## src/hw/rtl/egbm_pkg.sv

```systemverilog
// ============================================================================
// Edge grid block mapper package
// Shared widths, register indexes and reset values for the grid mapper.
// ============================================================================
`default_nettype none

package egbm_pkg;

    // Default width of a vertex id.
    localparam int unsigned VERTEX_BITS_DEF = 48;

    // Width of the grid width register, of block coordinates and of offsets.
    localparam int unsigned GRID_BITS = 32;

    typedef logic [GRID_BITS-1:0] t_word;

    // Configuration port.
    localparam int unsigned CFG_IDX_BITS = 1;
    localparam logic [CFG_IDX_BITS-1:0] CFG_GRID_WIDTH = 1'b0;
    localparam logic [CFG_IDX_BITS-1:0] CFG_LOWER_TRI  = 1'b1;

    // Reset value of the grid width register.
    localparam t_word GRID_WIDTH_RST = 32'd16777216;

endpackage

`default_nettype wire

```

## src/hw/rtl/egbm_div_step.sv

```systemverilog
// ============================================================================
// Edge grid block mapper divider step
// One registered restoring division step for the source and destination
// lanes: each stage settles one quotient bit of each vertex id.
// ============================================================================
`default_nettype none

module egbm_div_step
    import egbm_pkg::*;
#(
    parameter int unsigned VERTEX_BITS = VERTEX_BITS_DEF
) (
    input  wire                                   i_clk,
    input  wire                                   i_rst_n,
    input  wire                                   i_en,
    input  wire                                   i_valid,
    input  wire t_word                            i_divisor,
    input  wire [1:0][VERTEX_BITS-1:0]            i_dvd,
    input  wire t_word [1:0]                      i_rem,
    input  wire [1:0][((VERTEX_BITS < GRID_BITS) ? VERTEX_BITS : GRID_BITS)-1:0] i_quo,
    output logic                                  o_valid,
    output logic [1:0][VERTEX_BITS-1:0]           o_dvd,
    output t_word [1:0]                           o_rem,
    output logic [1:0][((VERTEX_BITS < GRID_BITS) ? VERTEX_BITS : GRID_BITS)-1:0] o_quo
);

    // Only the low quotient bits are kept.
    localparam int unsigned QW = (VERTEX_BITS < GRID_BITS) ? VERTEX_BITS : GRID_BITS;

    logic                        r_valid;
    logic [1:0][VERTEX_BITS-1:0] r_dvd;
    t_word [1:0]                 r_rem;
    logic [1:0][QW-1:0]          r_quo;

    logic [1:0][VERTEX_BITS-1:0] n_dvd;
    t_word [1:0]                 n_rem;
    logic [1:0][QW-1:0]          n_quo;

    // Trial subtract of the divisor from the shifted partial remainder.
    // With a zero divisor every bit is a one and the remainder becomes the
    // low bits of the dividend, which is the required answer.
    always_comb begin
        logic [GRID_BITS:0] trial;
        logic               ge;
        for (int l = 0; l < 2; l++) begin
            trial    = {i_rem[l], i_dvd[l][VERTEX_BITS-1]};
            ge       = (trial >= {1'b0, i_divisor});
            n_rem[l] = ge ? t_word'(trial - {1'b0, i_divisor}) : trial[GRID_BITS-1:0];
            n_quo[l] = {i_quo[l][QW-2:0], ge};
            n_dvd[l] = {i_dvd[l][VERTEX_BITS-2:0], 1'b0};
        end
    end

    // Stage valid bit.
    always_ff @(posedge i_clk) begin
        if (!i_rst_n) begin
            r_valid <= 1'b0;
        end else if (i_en) begin
            r_valid <= i_valid;
        end
    end

    // Stage payload.
    always_ff @(posedge i_clk) begin
        if (i_en) begin
            r_dvd <= n_dvd;
            r_rem <= n_rem;
            r_quo <= n_quo;
        end
    end

    assign o_valid = r_valid;
    assign o_dvd   = r_dvd;
    assign o_rem   = r_rem;
    assign o_quo   = r_quo;

endmodule

`default_nettype wire

```

## config.mk

```make
export PLATFORM = sky130hd
export DESIGN_NAME = egbm_div_step
export DESIGN_NICKNAME = d
export VERILOG_FILES = /design/src/hw/rtl/egbm_pkg.sv /design/src/hw/rtl/egbm_div_step.sv
export SDC_FILE = /design/constraint.sdc
export NUM_CORES = 1
export LEC_CHECK = 0
export BUFFER_PORTS_ARGS = -buffer_cell sky130_fd_sc_hd__buf_2
export CAP_MARGIN = 10
export CORE_AREA = 2 2 189 191
export DETAILED_ROUTE_END_ITERATION = 10
export DIE_AREA = 0 0 191 193
export PLACE_DENSITY = 0.63
export SETUP_SLACK_MARGIN = 0.3
export SYNTH_ARGS = -nofsm -noshare
export SYNTH_HDL_FRONTEND = slang
export SYNTH_SLANG_ARGS = --single-unit
export TNS_END_PERCENT = 50
```

## constraint.sdc

```tcl
create_clock -name i_clk -period 3.2 [get_ports i_clk]
set_clock_uncertainty 0.1 [all_clocks]
set_input_delay 0.16 -clock i_clk [delete_from_list [all_inputs] [get_ports i_clk]]
set_output_delay 0.16 -clock i_clk [all_outputs]
set_load 0.005 [all_outputs]
```

==> metrics list, run 1 <==
- Overall overflow remaining after global route: 0
- Port Buffer Count: 480
- Pin slew with the least headroom to its limit: roughly 620 ps
* Power per cell area: 494 mW/mm²
- Cell count after synthesis: 890
- Initial antenna violation count: 11
* Flop-to-flop setup slack: 1950 ps
* HPWL Detailed: 32.9 mm
- With fillers left out, the area of the finished cells amounts to 0.0174 mm².
- Internal power of the cells: 6.23 mW
- Yosys mapped a number of flops with a built-in enable equal to ~220.
- Die extent in y: ~190 µm
* 1st-iter DRT viols: 545
* Max-slew violation count: 0
* GRT Max-Usage Layer: met2
- Entering global routing, the biggest net connects 78 pins.
- The flow ran to the end, and the final reports show no timing, DRC or antenna violations.
* Tmin final: ~2800 ps
* Number of register bits inferred by synthesis: 223
- CP endpoint: o_rem[27]
- RePlAce Congestion: 0.895
- Net switching is 27.5% of the power.
- After synthesis, flip-flops and latches occupy 61.4% of the total area.
- Setup repair after global routing left no endpoint under its margin.
* Reg-to-reg critical path endpoint: o_valid
- Total clock buffers created by CTS: 26
- Area post-placement: 0.0141 mm²
- Max-slew headroom: 58.4%
- edfxtp_1 takes more of the synthesized area than any other cell.
* Setup crit end kind: flop
* Logic gate share of total power: 22.9%
* Number of primary I/O pins: 485
* Fraction of layout cells with a size suffix above 1: 37.3%
* Top post-synthesis cells by count: 222 x edfxtp_1, 97 x nand2_1, 70 x o21ai_0
- Top cells by area, synth: edfxtp_1 61%, ha_1 7.3%, nand2_1 3.3%
- The filler cells instantiated in the layout total 3102.
* Number of hold violations in the final report: 0
* Kind of critical path: input pin to flop
- Area of combinational cells with multiple inputs: 0.00399 mm²
- Per-cell via count in the routed design: 4.81
* Leakage power: 7.67 nW
- The clock network accounts for about a third of the total power.
- Measured on the finished design, the core utilization comes to 49.8%.
- Global routing consumed, on the met3 layer, 4.72% of the routing resources.
* Width of the chip: 191 µm
* DRC Markers: 0
- Remaining antenna violation count after routing: 0
- In the final routed layout, each cell accounts on average for between 20 and 25 µm.
- Data on the critical path is required at its endpoint by 3390 ps.
- A synthesized cell averages 12.2 µm².
* Count of synthesis-stage warnings from yosys: 0
- After synthesis, the largest area contributor takes up 61.2% of total cell area.
- The tightest min-delay check is of the input pin to flop type.
* Post-synthesis instance area: 0.0109 mm²
- Of the total power, registers draw 42.8%.
- STA classifies the critical path startpoint as an input pin.
- The first global-routing pass estimated between 60 and 70 mm of wire.
* Area taken by flip-flops and latches: 0.00669 mm²
- In this run the deepest clock path goes through 3 buffers.
- Overall routed net length: between 40 and 50 mm
- Total Die Area: 0.0369 mm²
* GR Util met2: 40.5%
- Data on the critical path arrives at its endpoint at 2990 ps.
* Portion of the clock cycle consumed by the worst path in the final layout: 87.5%
* Vias in the first global route: 10400
- For this run, global-route usage on met1 was measured as 26.2%.
* 1st-pass router iterations: 4
* Final setup violation count: 0
- CTS built an H-tree with a depth of 1.
- CTS saw about 220 sinks.
- TritonCTS built the clock tree.
* Core Footprint: 0.0350 mm²
- Post-synth ARST share: 0%
- Standard-cell row count: between 60 and 70
- After synthesis, the netlist uses 57 different library cells.
- In this run the worst path has a maximum fanout of 11.
- The cell sitting at the root of the clock tree is a clkbuf_16.
- The tightest hold path in the finished design has a slack of 30.1 ps.
- After the last flow step, the layout net total stands at around 2000.
- The tool flagged a number of max-cap violations equal to 0.
- Insertion delay to the later sink of the worst-skew pair: 530 ps
* Flip-flop cell with the highest count after synthesis: edfxtp_1
- P_sw: 2.37 mW
- GRT Overall Usage: around 23%
* Most frequent cell after synthesis: edfxtp_1
* Cell count of the worst reg-to-reg path: 3
- Launch point of the worst reg-to-reg path: o_valid
- Clock slew at the register clock pins of the worst setup and hold paths: 60 ps
- The detailed router placed 10300 vias in this run.
- The worst-case IR drop observed on VDD is 345 µV.
- Area Growth Syn to Fin: 59.7%
- Once the floorplan was initialized, standard cells occupied 31.2% of the core.
- Maximum clock frequency: about 0.36 GHz
- Critical Path Source: i_rem[25]
-- through the flow --
stage | setup slack [ps] | total power [mW] | cells | TNS (ps)
after floorplan | 509 | 4.53 | 891 | 0
after global placement | -21.5 | 5.40 | 1846 | -21.5
after detailed placement | 10.2 | 5.42 | 1846 | 0
after CTS | 310 | 8.62 | 2116 | 0
after global routing | 306 | 8.97 | 2130 | 0
final | 401 | 8.59 | 2134 | 0
-- power groups by stage --
| stage | sequential, mW | clock, mW | combinational [mW] |
|---|---|---|---|
| after floorplan | 3.77 | 0 | 0.755 |
| after global placement | 3.73 | 0 | 1.67 |
| after detailed placement | 3.73 | 0 | 1.69 |
| after CTS | 3.68 | 3.01 | 1.92 |
| after global routing | 3.71 | 3.12 | 2.14 |
| final | 3.68 | 2.94 | 1.97 |
-- worst max-delay path, cell delays in order --
cell	delay [ps]
dlygate4sd3_1	540
buf_2	140
ha_1	340
a21o_1	230
a21o_1	180
a21o_1	210
a41oi_1	260
o211ai_1	190
a31oi_4	270
buf_4	220
mux2i_1	200
nor2_1	50
-- cell usage in the layout (no fill, tap or decap), types with 5 or more instances in the layout --
| cell | instances |
|---|---|
| o21ai_1 | 18 |
| buf_4 | 49 |
| buf_2 | 479 |
| a31oi_1 | 6 |
| nor3_1 | 7 |
| edfxtp_1 | 222 |
| a21o_1 | 25 |
| nand4_1 | 15 |
| nand3_1 | 25 |
| o21ai_0 | 69 |
| dlygate4sd3_1 | 220 |
| xnor2_1 | 26 |
| diode_2 | 9 |
| clkinvlp_4 | 5 |
| nor2_1 | 26 |
| o21bai_1 | 13 |
| o211ai_1 | 6 |
| ha_1 | 59 |
| and2_1 | 5 |
| a21oi_1 | 61 |
| mux2_2 | 6 |
| nor2b_1 | 9 |
| xor2_1 | 30 |
| and3_1 | 7 |
| clkinv_2 | 7 |
| clkbuf_16 | 27 |
| inv_1 | 54 |
| nand2_1 | 97 |
| nand2b_1 | 6 |
-- state kept, by name, indices dropped and copies added, names as in the netlist --
name,flops
o_dvd,94
o_quo,64
o_valid,1
o_rem,64
-- area by class of cell --
cell class	instances	share of cell area (%)
multi-input combinational	583	22.9
inverter	56	1.22
clock inverter	20	0.949
clock buffer	28	3.90
timing repair buffer	754	29.1
antenna	9	0.129
sequential	223	38.4
tap	461	3.31
-- cells by family (layout without fill, tap and decap cells) --
group / Yosys count / after routing / share of synthesized area [%]
AOI/OAI and AO/OA: 238 / 239 / 13.3
adders and majority gates: 66 / 66 / 7.72
and+or+nand+nor: 212 / 212 / 9.03
xor gates and xnor gates: 56 / 56 / 4.50
muxes: 8 / 8 / 0.804
other: 1 / 11 / 0.0344
buffers and inverters: 86 / 858 / 3.30
DFF: 223 / 223 / 61.4
-- how the worst min path moves through the flow --
stage / startpoint / end / slack (ps) / cells after the start
CTS: i_en / o_dvd[73] / 20 / 1
floorplan: i_dvd[9] / o_dvd[10] / 160 / 0
global placement: i_dvd[29] / o_dvd[30] / 240 / 1
detailed placement: i_dvd[81] / o_dvd[82] / 240 / 1
finish: i_en / o_dvd[62] / 30 / 1
global route: i_en / o_quo[22] / 40 / 1
-- what timing repair did --
item / 4_1_cts / 5_1_grt
resized for setup: 0 / 31
hold endpoints to repair: 221 / 0
setup buffers: 0 / 8
hold buffers: 222 / 0
setup endpoints to repair: 0 / 59
-- routing by layer --
| layer | vias up | wire, µm | share of wire (%) |
|---|---|---|---|
| li1 | 4809 | - | - |
| met1 | 4898 | 16800 | 38 |
| met2 | 445 | 22100 | 50 |
| met3 | 97 | 3490 | 7.9 |
| met4 | 6 | 1740 | 4.0 |
| met5 | - | 29 | 0.066 |
(Power assumes the default switching activity.)
==> run 2, diff against run 1 <==
Settings changed: GPL_TIMING_DRIVEN set to 0.
==> metrics list, run 2 (synthesis gave the netlist of run 1 again) <==
- The total wirelength of the detailed-routed design was 44.5 mm (+0.70%).
- Fraction of layout cells with a size suffix above 1: 34.2% (-3.1 points)
- Insertion delay to the later sink of the worst-skew pair: 530 ps (about the same)
* Power per cell area: 515 mW/mm² (+4.3%)
- Post-route cell area: 0.0172 mm² (-1.3%)
* Sw frac: 26.5% (-1.1 points)
- Overall overflow remaining after global route: 0 (unchanged)
- Root Buffer Master: clkbuf_16
* Bufs and invs on worst path: 4 (+1)
- Clock tree from TritonCTS: done
* Port Buffer Count: 480 (unchanged)
- WL per Instance: 21.0 µm (+1.7%)
* Max Cap Viol: 0 (unchanged)
- The top cell types in the final layout, fill and taps aside, are 483 x buf_2, 222 x dlygate4sd3_1, 222 x edfxtp_1, 97 x nand2_1, 70 x o21ai_0.
- The antenna violation net count after detailed routing is 0 (unchanged).
- The count of endpoints failing setup in the final report came to 0 (unchanged).
- Per-cell via count in the routed design: 4.79 (-0.23%)
- Vias in the first global route: 10300 (-0.33%)
- Area post-placement: 0.0139 mm² (-1.4%)
* Cell-by-cell listing of the critical path: dlygate4sd3_1 > buf_2 > ha_2 > inv_1 > nor2_1 > nand3_1 > o41a_1 > and3_1 > a21oi_2 > nand2_2 > inv_2 > mux2_2
- Library cell contributing the largest single delay on the critical path: dlygate4sd3_1
* Clock tree buffer depth: 3 (unchanged)
- The I/O pin count was 485 (unchanged).
- The number of antenna violations at the first check in global routing came to 7 (-4).
- The pin count of the biggest net entering global routing came to 121 (+55%).
- Portion of the clock cycle consumed by the worst path in the final layout: 87.1% (-0.37 points)
- Pin slew with the least headroom to its limit: 850 ps (+226 ps)
* DRC Markers: 0 (unchanged)
- The height of the die came to 193 µm (unchanged).
* Tightest Hold Check Type: input pin to flop
- RePlAce Congestion: 0.873 (-2.4%)
* Number of hold violations in the final report: 0 (unchanged)
- The longest individual stage delay on the worst path is 530 ps (about the same).
- HPWL Detailed: 33.2 mm (+0.68%)
* Standard-cell row count: 69 (unchanged)
- Via count: 10100 (-1.3%)
- The first-pass GRT wire length is 63.0 mm (+1.1%).
- Width of the chip: 191 µm (unchanged)
- Data required time of the critical path: 3390 ps (about the same)
- The count of pins over their slew limit is 0 (unchanged).
- 1st-pass router iterations: 5 (+1)
- Top cell family by delay on the critical path: buffers and inverters
- The number of CTS-inserted buffers came to 28 (+7.7%).
- Setup repair after global routing could not meet its margin everywhere.
* Clock network power share: 36.9% (+2.7 points)
- Filler cells: 3169 (+2.2%)
- Leaving out fill and tap cells, the most frequent cell in the layout is buf_2.
- Internal power of the cells: 6.51 mW (+4.5%)
- The net switching power of the design came to 2.34 mW (-1.1%).
- Maximum clock frequency: 0.359 GHz (+0.43%)
* Worst-case vdd ir drop: 384 µV (+11%)
- Data arrival time of the worst path: 2980 ps (about the same)
- Number of flip-flops in the largest register: 94 (unchanged)
* Core Footprint: 0.0350 mm² (unchanged)
- Clock slew at the register clock pins of the worst setup and hold paths: 60 ps (about the same)
- Setup crit end kind: flop
* Share of power burned in registers: 41.5% (-1.3 points)
- Area Growth Syn to Fin: 57.7%
- Worst-path maximum fanout: 6 (-5)
* Result of the run: completed
- Nets@finish: 1953 (-0.86%)
- Kind of critical path: input pin to flop
- GRT Overall Usage: 22.8% (+0.27 points)
- The number of DRC markers in iteration 0 was 497 (-8.8%).
* Final hold slack: 84.5 ps (+54.4 ps)
* Max-slew headroom: 43.3% (-15 points)
- Leakage power: 7.54 nW (-1.7%)
* TritonCTS sink count: 223 (unchanged)
- The initial core utilization was 31.2% (unchanged).
- Logic gate share of total power: 21.6% (-1.3 points)
- STA classifies the critical path startpoint as an input pin.
- The clock period minus worst slack is 2790 ps (-12.0 ps).
- Total Die Area: 0.0369 mm² (unchanged)
* Number of levels in the clock H-tree: 1 (unchanged)
-- run 2: cell count changes in the layout (fill, tap and decap cells not counted), moves of 4 or more --
cell	delta
buf_2	+4
buf_4	-44
clkbuf_1	+23
clkinv_2	-4
clkinvlp_4	-4
diode_2	-5
-- run 2: cell type report --
class | instances | area (µm²) | area share, %
Clock inverter | 15 | 195 | 1.14
Multi-Input combinational cell | 582 | 3920 | 22.8
Buffer | 30 | 154 | 0.896
Sequential cell | 223 | 6690 | 38.9
Tap cell | 461 | 577 | 3.36
Antenna cell | 4 | 10.0 | 0.0583
Timing Repair Buffer | 706 | 4680 | 27.3
Clock buffer | 35 | 748 | 4.35
Inverter | 56 | 210 | 1.22
-- run 2: metrics by stage --
stage | setup slack, ps | setup TNS, ps | util [%] | power (mW) | std cells
after floorplan | 509 | 0 | - | 4.53 | 891
final | 413 | 0 | 49.1 | 8.85 | 2112
after global placement | -1310 | -286320 | 39.7 | 5.39 | 1832
after CTS | 308 | 0 | 48.9 | 8.92 | 2105
after detailed placement | -441 | -8600 | 39.8 | 5.38 | 1833
after global routing | 298 | 0 | 49.1 | 9.24 | 2111
-- run 2: power by group through the flow --
stage / combinational, mW / clock (mW) / sequential (mW)
6_report: 1.91 / 3.27 / 3.67
5_1_grt: 2.09 / 3.45 / 3.70
4_1_cts: 1.90 / 3.34 / 3.68
3_5_place_dp: 1.65 / 0 / 3.73
3_3_place_gp: 1.64 / 0 / 3.74
2_1_floorplan: 0.755 / 0 / 3.77
-- run 2: final timing paths --
| path | from | to | slack [ps] | cells after the start |
|---|---|---|---|---|
| setup / recovery | i_rem[58] | o_rem[47] | 410 | 12 |
| hold / removal | i_rem[42] | o_rem[43] | 80 | 4 |
| setup reg to reg | o_valid | o_valid | 1950 | 3 |
| hold reg to reg | o_valid | o_valid | 970 | 3 |
-- run 2: worst reg2reg max path, delay by kind of cell, from the launching register on --
family | cells | cell delay (ps)
buf+inv | 1 | 540
flops | 1 | 310
mux | 1 | 120
simple gates | 1 | 60
-- run 2: timing repair --
item | CTS | global route
resized for setup | 2 | 13
setup buffers | 0 | 3
endpoints found under the hold margin | 221 | 0
setup endpoints to repair | 11 | 41
pin swaps | 0 | 3
hold buffers | 222 | 0
-- run 2: metal layers --
metal	part of all wire [%]	vias up	global-route usage (%)
met3	7.2	80	4.62
met1	39	4830	26.9
li1	-	4777	-
met5	0.099	-	0
met2	50	433	41.5
met4	3.0	6	7.45
==> run 3, diff against run 2 <==
==> constraint.sdc (replaced) <==
create_clock -name i_clk -period 3.2 [get_ports i_clk]
set_clock_uncertainty 0.1 [all_clocks]
set_input_delay 0.48 -clock i_clk [delete_from_list [all_inputs] [get_ports i_clk]]
set_output_delay 0.48 -clock i_clk [all_outputs]
set_load 0.005 [all_outputs]
==> metrics list, run 3 (synthesis gave the netlist of run 1 again) <==
- The fraction of the cycle the final worst path needs is 88.5% (+1.4 points).
* Flop-to-flop setup slack: 2510 ps (+560 ps)
- Pin slew with the least headroom to its limit: 883 ps (+32.7 ps)
- The areal power density over the cells is 523 mW/mm² (+1.6%).
- Via count: 10100 (-0.75%)
* Data required time of the critical path: 3410 ps (+20 ps)
* Maximum clock frequency: 0.353 GHz (-1.6%)
- The flow ran to the end, and the final reports show no timing, DRC or antenna violations.
* Top library cells by usage in the layout, fill and taps aside: 482 x buf_2, 222 x edfxtp_1, 156 x dlygate4sd3_1, 97 x nand2_1, 67 x o21ai_0
- The final hold violation count was 0 (unchanged).
- Core Footprint: 0.0350 mm² (unchanged)
* 1st-pass router iterations: 5 (unchanged)
- Relative to the synthesized area, the layout overhead comes to 53.5%.
- Setup slack after placement: -713 ps (-272 ps)
- The number of CTS-inserted buffers came to 27 (-3.6%).
- The total half-perimeter wirelength after legalization and detailed placement came to 33.7 mm (+1.7%).
- Initial antenna violation count: 10 (+3)
- Cell-by-cell listing of the critical path: buf_2 > inv_1 > ha_1 > nand3_1 > o21bai_2 > a311oi_4 > o2111ai_2 > a21oi_4 > a31oi_4 > buf_4 > inv_1 > mux2_2
* Area of combinational cells with multiple inputs: 0.00407 mm² (+3.8%)
- Overall routed net length: 44.7 mm (+0.51%)
- Slack of the critical path: 368 ps (-44.6 ps)
* Setup crit end kind: flop
- Vias in the first global route: 9861 (-4.7%)
- The worst path buffer plus inverter count came to 4 (unchanged).
- The overall global routing resource usage was 22.5% (-0.30 points).
- The initial core utilization is 31.2% (unchanged).
- Max-slew headroom: 41.1% (-2.2 points)
- The flip-flop count of the largest register after layout came to 94 (unchanged).
- The antenna violation net count after detailed routing is 0 (unchanged).
- The data arrival time at the worst-slack endpoint came to 3040 ps (+60 ps).
* DRC Markers: 0 (unchanged)
- Final core utilization: 47.8% (-1.3 points)
- Root Buffer Master: clkbuf_16
- Nets@finish: 1894 (-3.0%)
* Max-slew violation count: 0 (unchanged)
- Cell occurring most often along the worst timing path: inv_1
* Filler cells: 3174 (+0.16%)
- The area of the die was 0.0369 mm² (unchanged).
- Leaving out fill and tap cells, the most frequent cell in the layout is buf_2.
- The worst-case clock buffer depth came to 3 (unchanged).
- Insertion delay to the later sink of the worst-skew pair: 550 ps (+20 ps)
- Worst-path maximum fanout: 8 (+2)
- The height of the die came to 193 µm (unchanged).
* Final hold slack: 39.2 ps (-45.3 ps)
* Worst-case vdd ir drop: 415 µV (+8.0%)
- Max Cap Viol: 0 (unchanged)
* Number of levels in the clock H-tree: 1 (unchanged)
- Top cell family by delay on the critical path: compound AO/OA/AOI/OAI gates
* Per-cell via count in the routed design: 4.88 (+1.8%)
- Area taken by flip-flops and latches: 0.00669 mm² (unchanged)
- The routability-driven placement congestion ratio is 0.907 (+3.9%).
- Width of the chip: 191 µm (unchanged)
- The pin count of the biggest net entering global routing is 119 (-1.7%).
* Overall power of the completed layout: 8.76 mW (-1.1%)
- The number of buffer cells added on primary ports came to 480 (unchanged).
* Number of primary I/O pins: 485 (unchanged)
- The number of placement rows is 69 (unchanged).
- The first-pass GRT wire length came to 61.4 mm (-2.6%).
* Tmin final: 2830 ps (+44.6 ps)
- The longest individual stage delay on the worst path came to 370 ps (-160 ps).
- The worst setup path is launched from an input pin.
- Overall overflow remaining after global route: 0 (unchanged)
- Clock tree from TritonCTS: done
- Final setup violation count: 0 (unchanged)
- Library cell contributing the largest single delay on the critical path: ha_1
- Leakage power: 7.33 nW (-2.8%)
- Setup repair after global routing missed its margin: false
- The path class of the tightest hold or removal check is input pin to flop.
- Kind of critical path: input pin to flop
* 1st-iter DRT viols: 601 (+21%)
- Fraction of layout cells with a size suffix above 1: 38.0% (+3.8 points)
* WL per Instance: 21.7 µm (+3.1%)
- Clock slew at the register clock pins of the worst setup and hold paths: 60 ps (about the same)
- TritonCTS sink count: 223 (unchanged)
## run 3: changes by cell type in the layout (fill, tap and decap cells not counted), moves of 2 or more
| cell | before | now |
|---|---|---|
| clkbuf_2 | 2 | 12 |
| ha_1 | 61 | 55 |
| clkbuf_1 | 24 | 12 |
| clkinv_4 | 0 | 2 |
| dlygate4sd3_1 | 222 | 156 |
| buf_4 | 5 | 13 |
| clkbuf_16 | 29 | 27 |
| clkinv_2 | 3 | 5 |
| diode_2 | 4 | 9 |
| ha_4 | 2 | 8 |
| a21oi_1 | 62 | 58 |
| a21oi_2 | 3 | 6 |
| o21ai_1 | 17 | 20 |
| o21ai_0 | 70 | 67 |
## run 3: layer usage
metal	wire (µm)	GRT usage, %	vias up
met5	23	0	-
met4	2240	10.3	4
met3	3240	5.14	106
met2	21800	39.4	457
met1	17400	26.4	4817
li1	-	-	4666
## run 3: worst paths after layout
check                    start         to  cells past startpoint
hold / removal         i_rst_n    o_valid                      2
hold reg to reg        o_valid    o_valid                      2
setup reg to reg       o_valid    o_valid                      2
setup / recovery  i_divisor[3]  o_rem[21]                     12
## run 3: power breakdown
part | switching (mW) | total (mW) | internal (mW)
clock network | 1.29 | 3.17 | 1.88
registers | 0.0854 | 3.68 | 3.59
logic | 1.05 | 1.91 | 0.856
## run 3: final cells by class
| class | count | area share, % |
|---|---|---|
| Antenna cell | 9 | 0.135 |
| Buffer | 30 | 1.03 |
| Clock buffer | 31 | 4.13 |
| Clock inverter | 19 | 1.30 |
| Inverter | 56 | 1.26 |
| Multi-Input combinational cell | 582 | 24.3 |
| Sequential cell | 223 | 40.0 |
| Tap cell | 461 | 3.45 |
| Timing Repair Buffer | 648 | 24.4 |
## run 3: what timing repair did
| item | in CTS | in global routing |
|---|---|---|
| setup buffers | 0 | 11 |
| hold buffers | 156 | 0 |
| endpoints found under the hold margin | 156 | 0 |
| gates resized for setup | 7 | 45 |
| pin swaps | 0 | 11 |
| endpoints found under the setup margin | 34 | 64 |
## run 3: metrics by stage
stage          std cells  setup TNS (ps)  area, µm²
6_report            2059               0      16700
5_1_grt             2053               0      16700
3_5_place_dp        1833          -22510      14000
4_1_cts             2039               0      16500
3_3_place_gp        1832         -373950      13900
2_1_floorplan        891               0      10900
## run 3: worst register-to-register path, delay by kind of cell (launching register included)
| family | cells | cell delay [ps] |
|---|---|---|
| DFF | 1 | 310 |
| muxes | 1 | 120 |
| and+or+nand+nor | 1 | 60 |
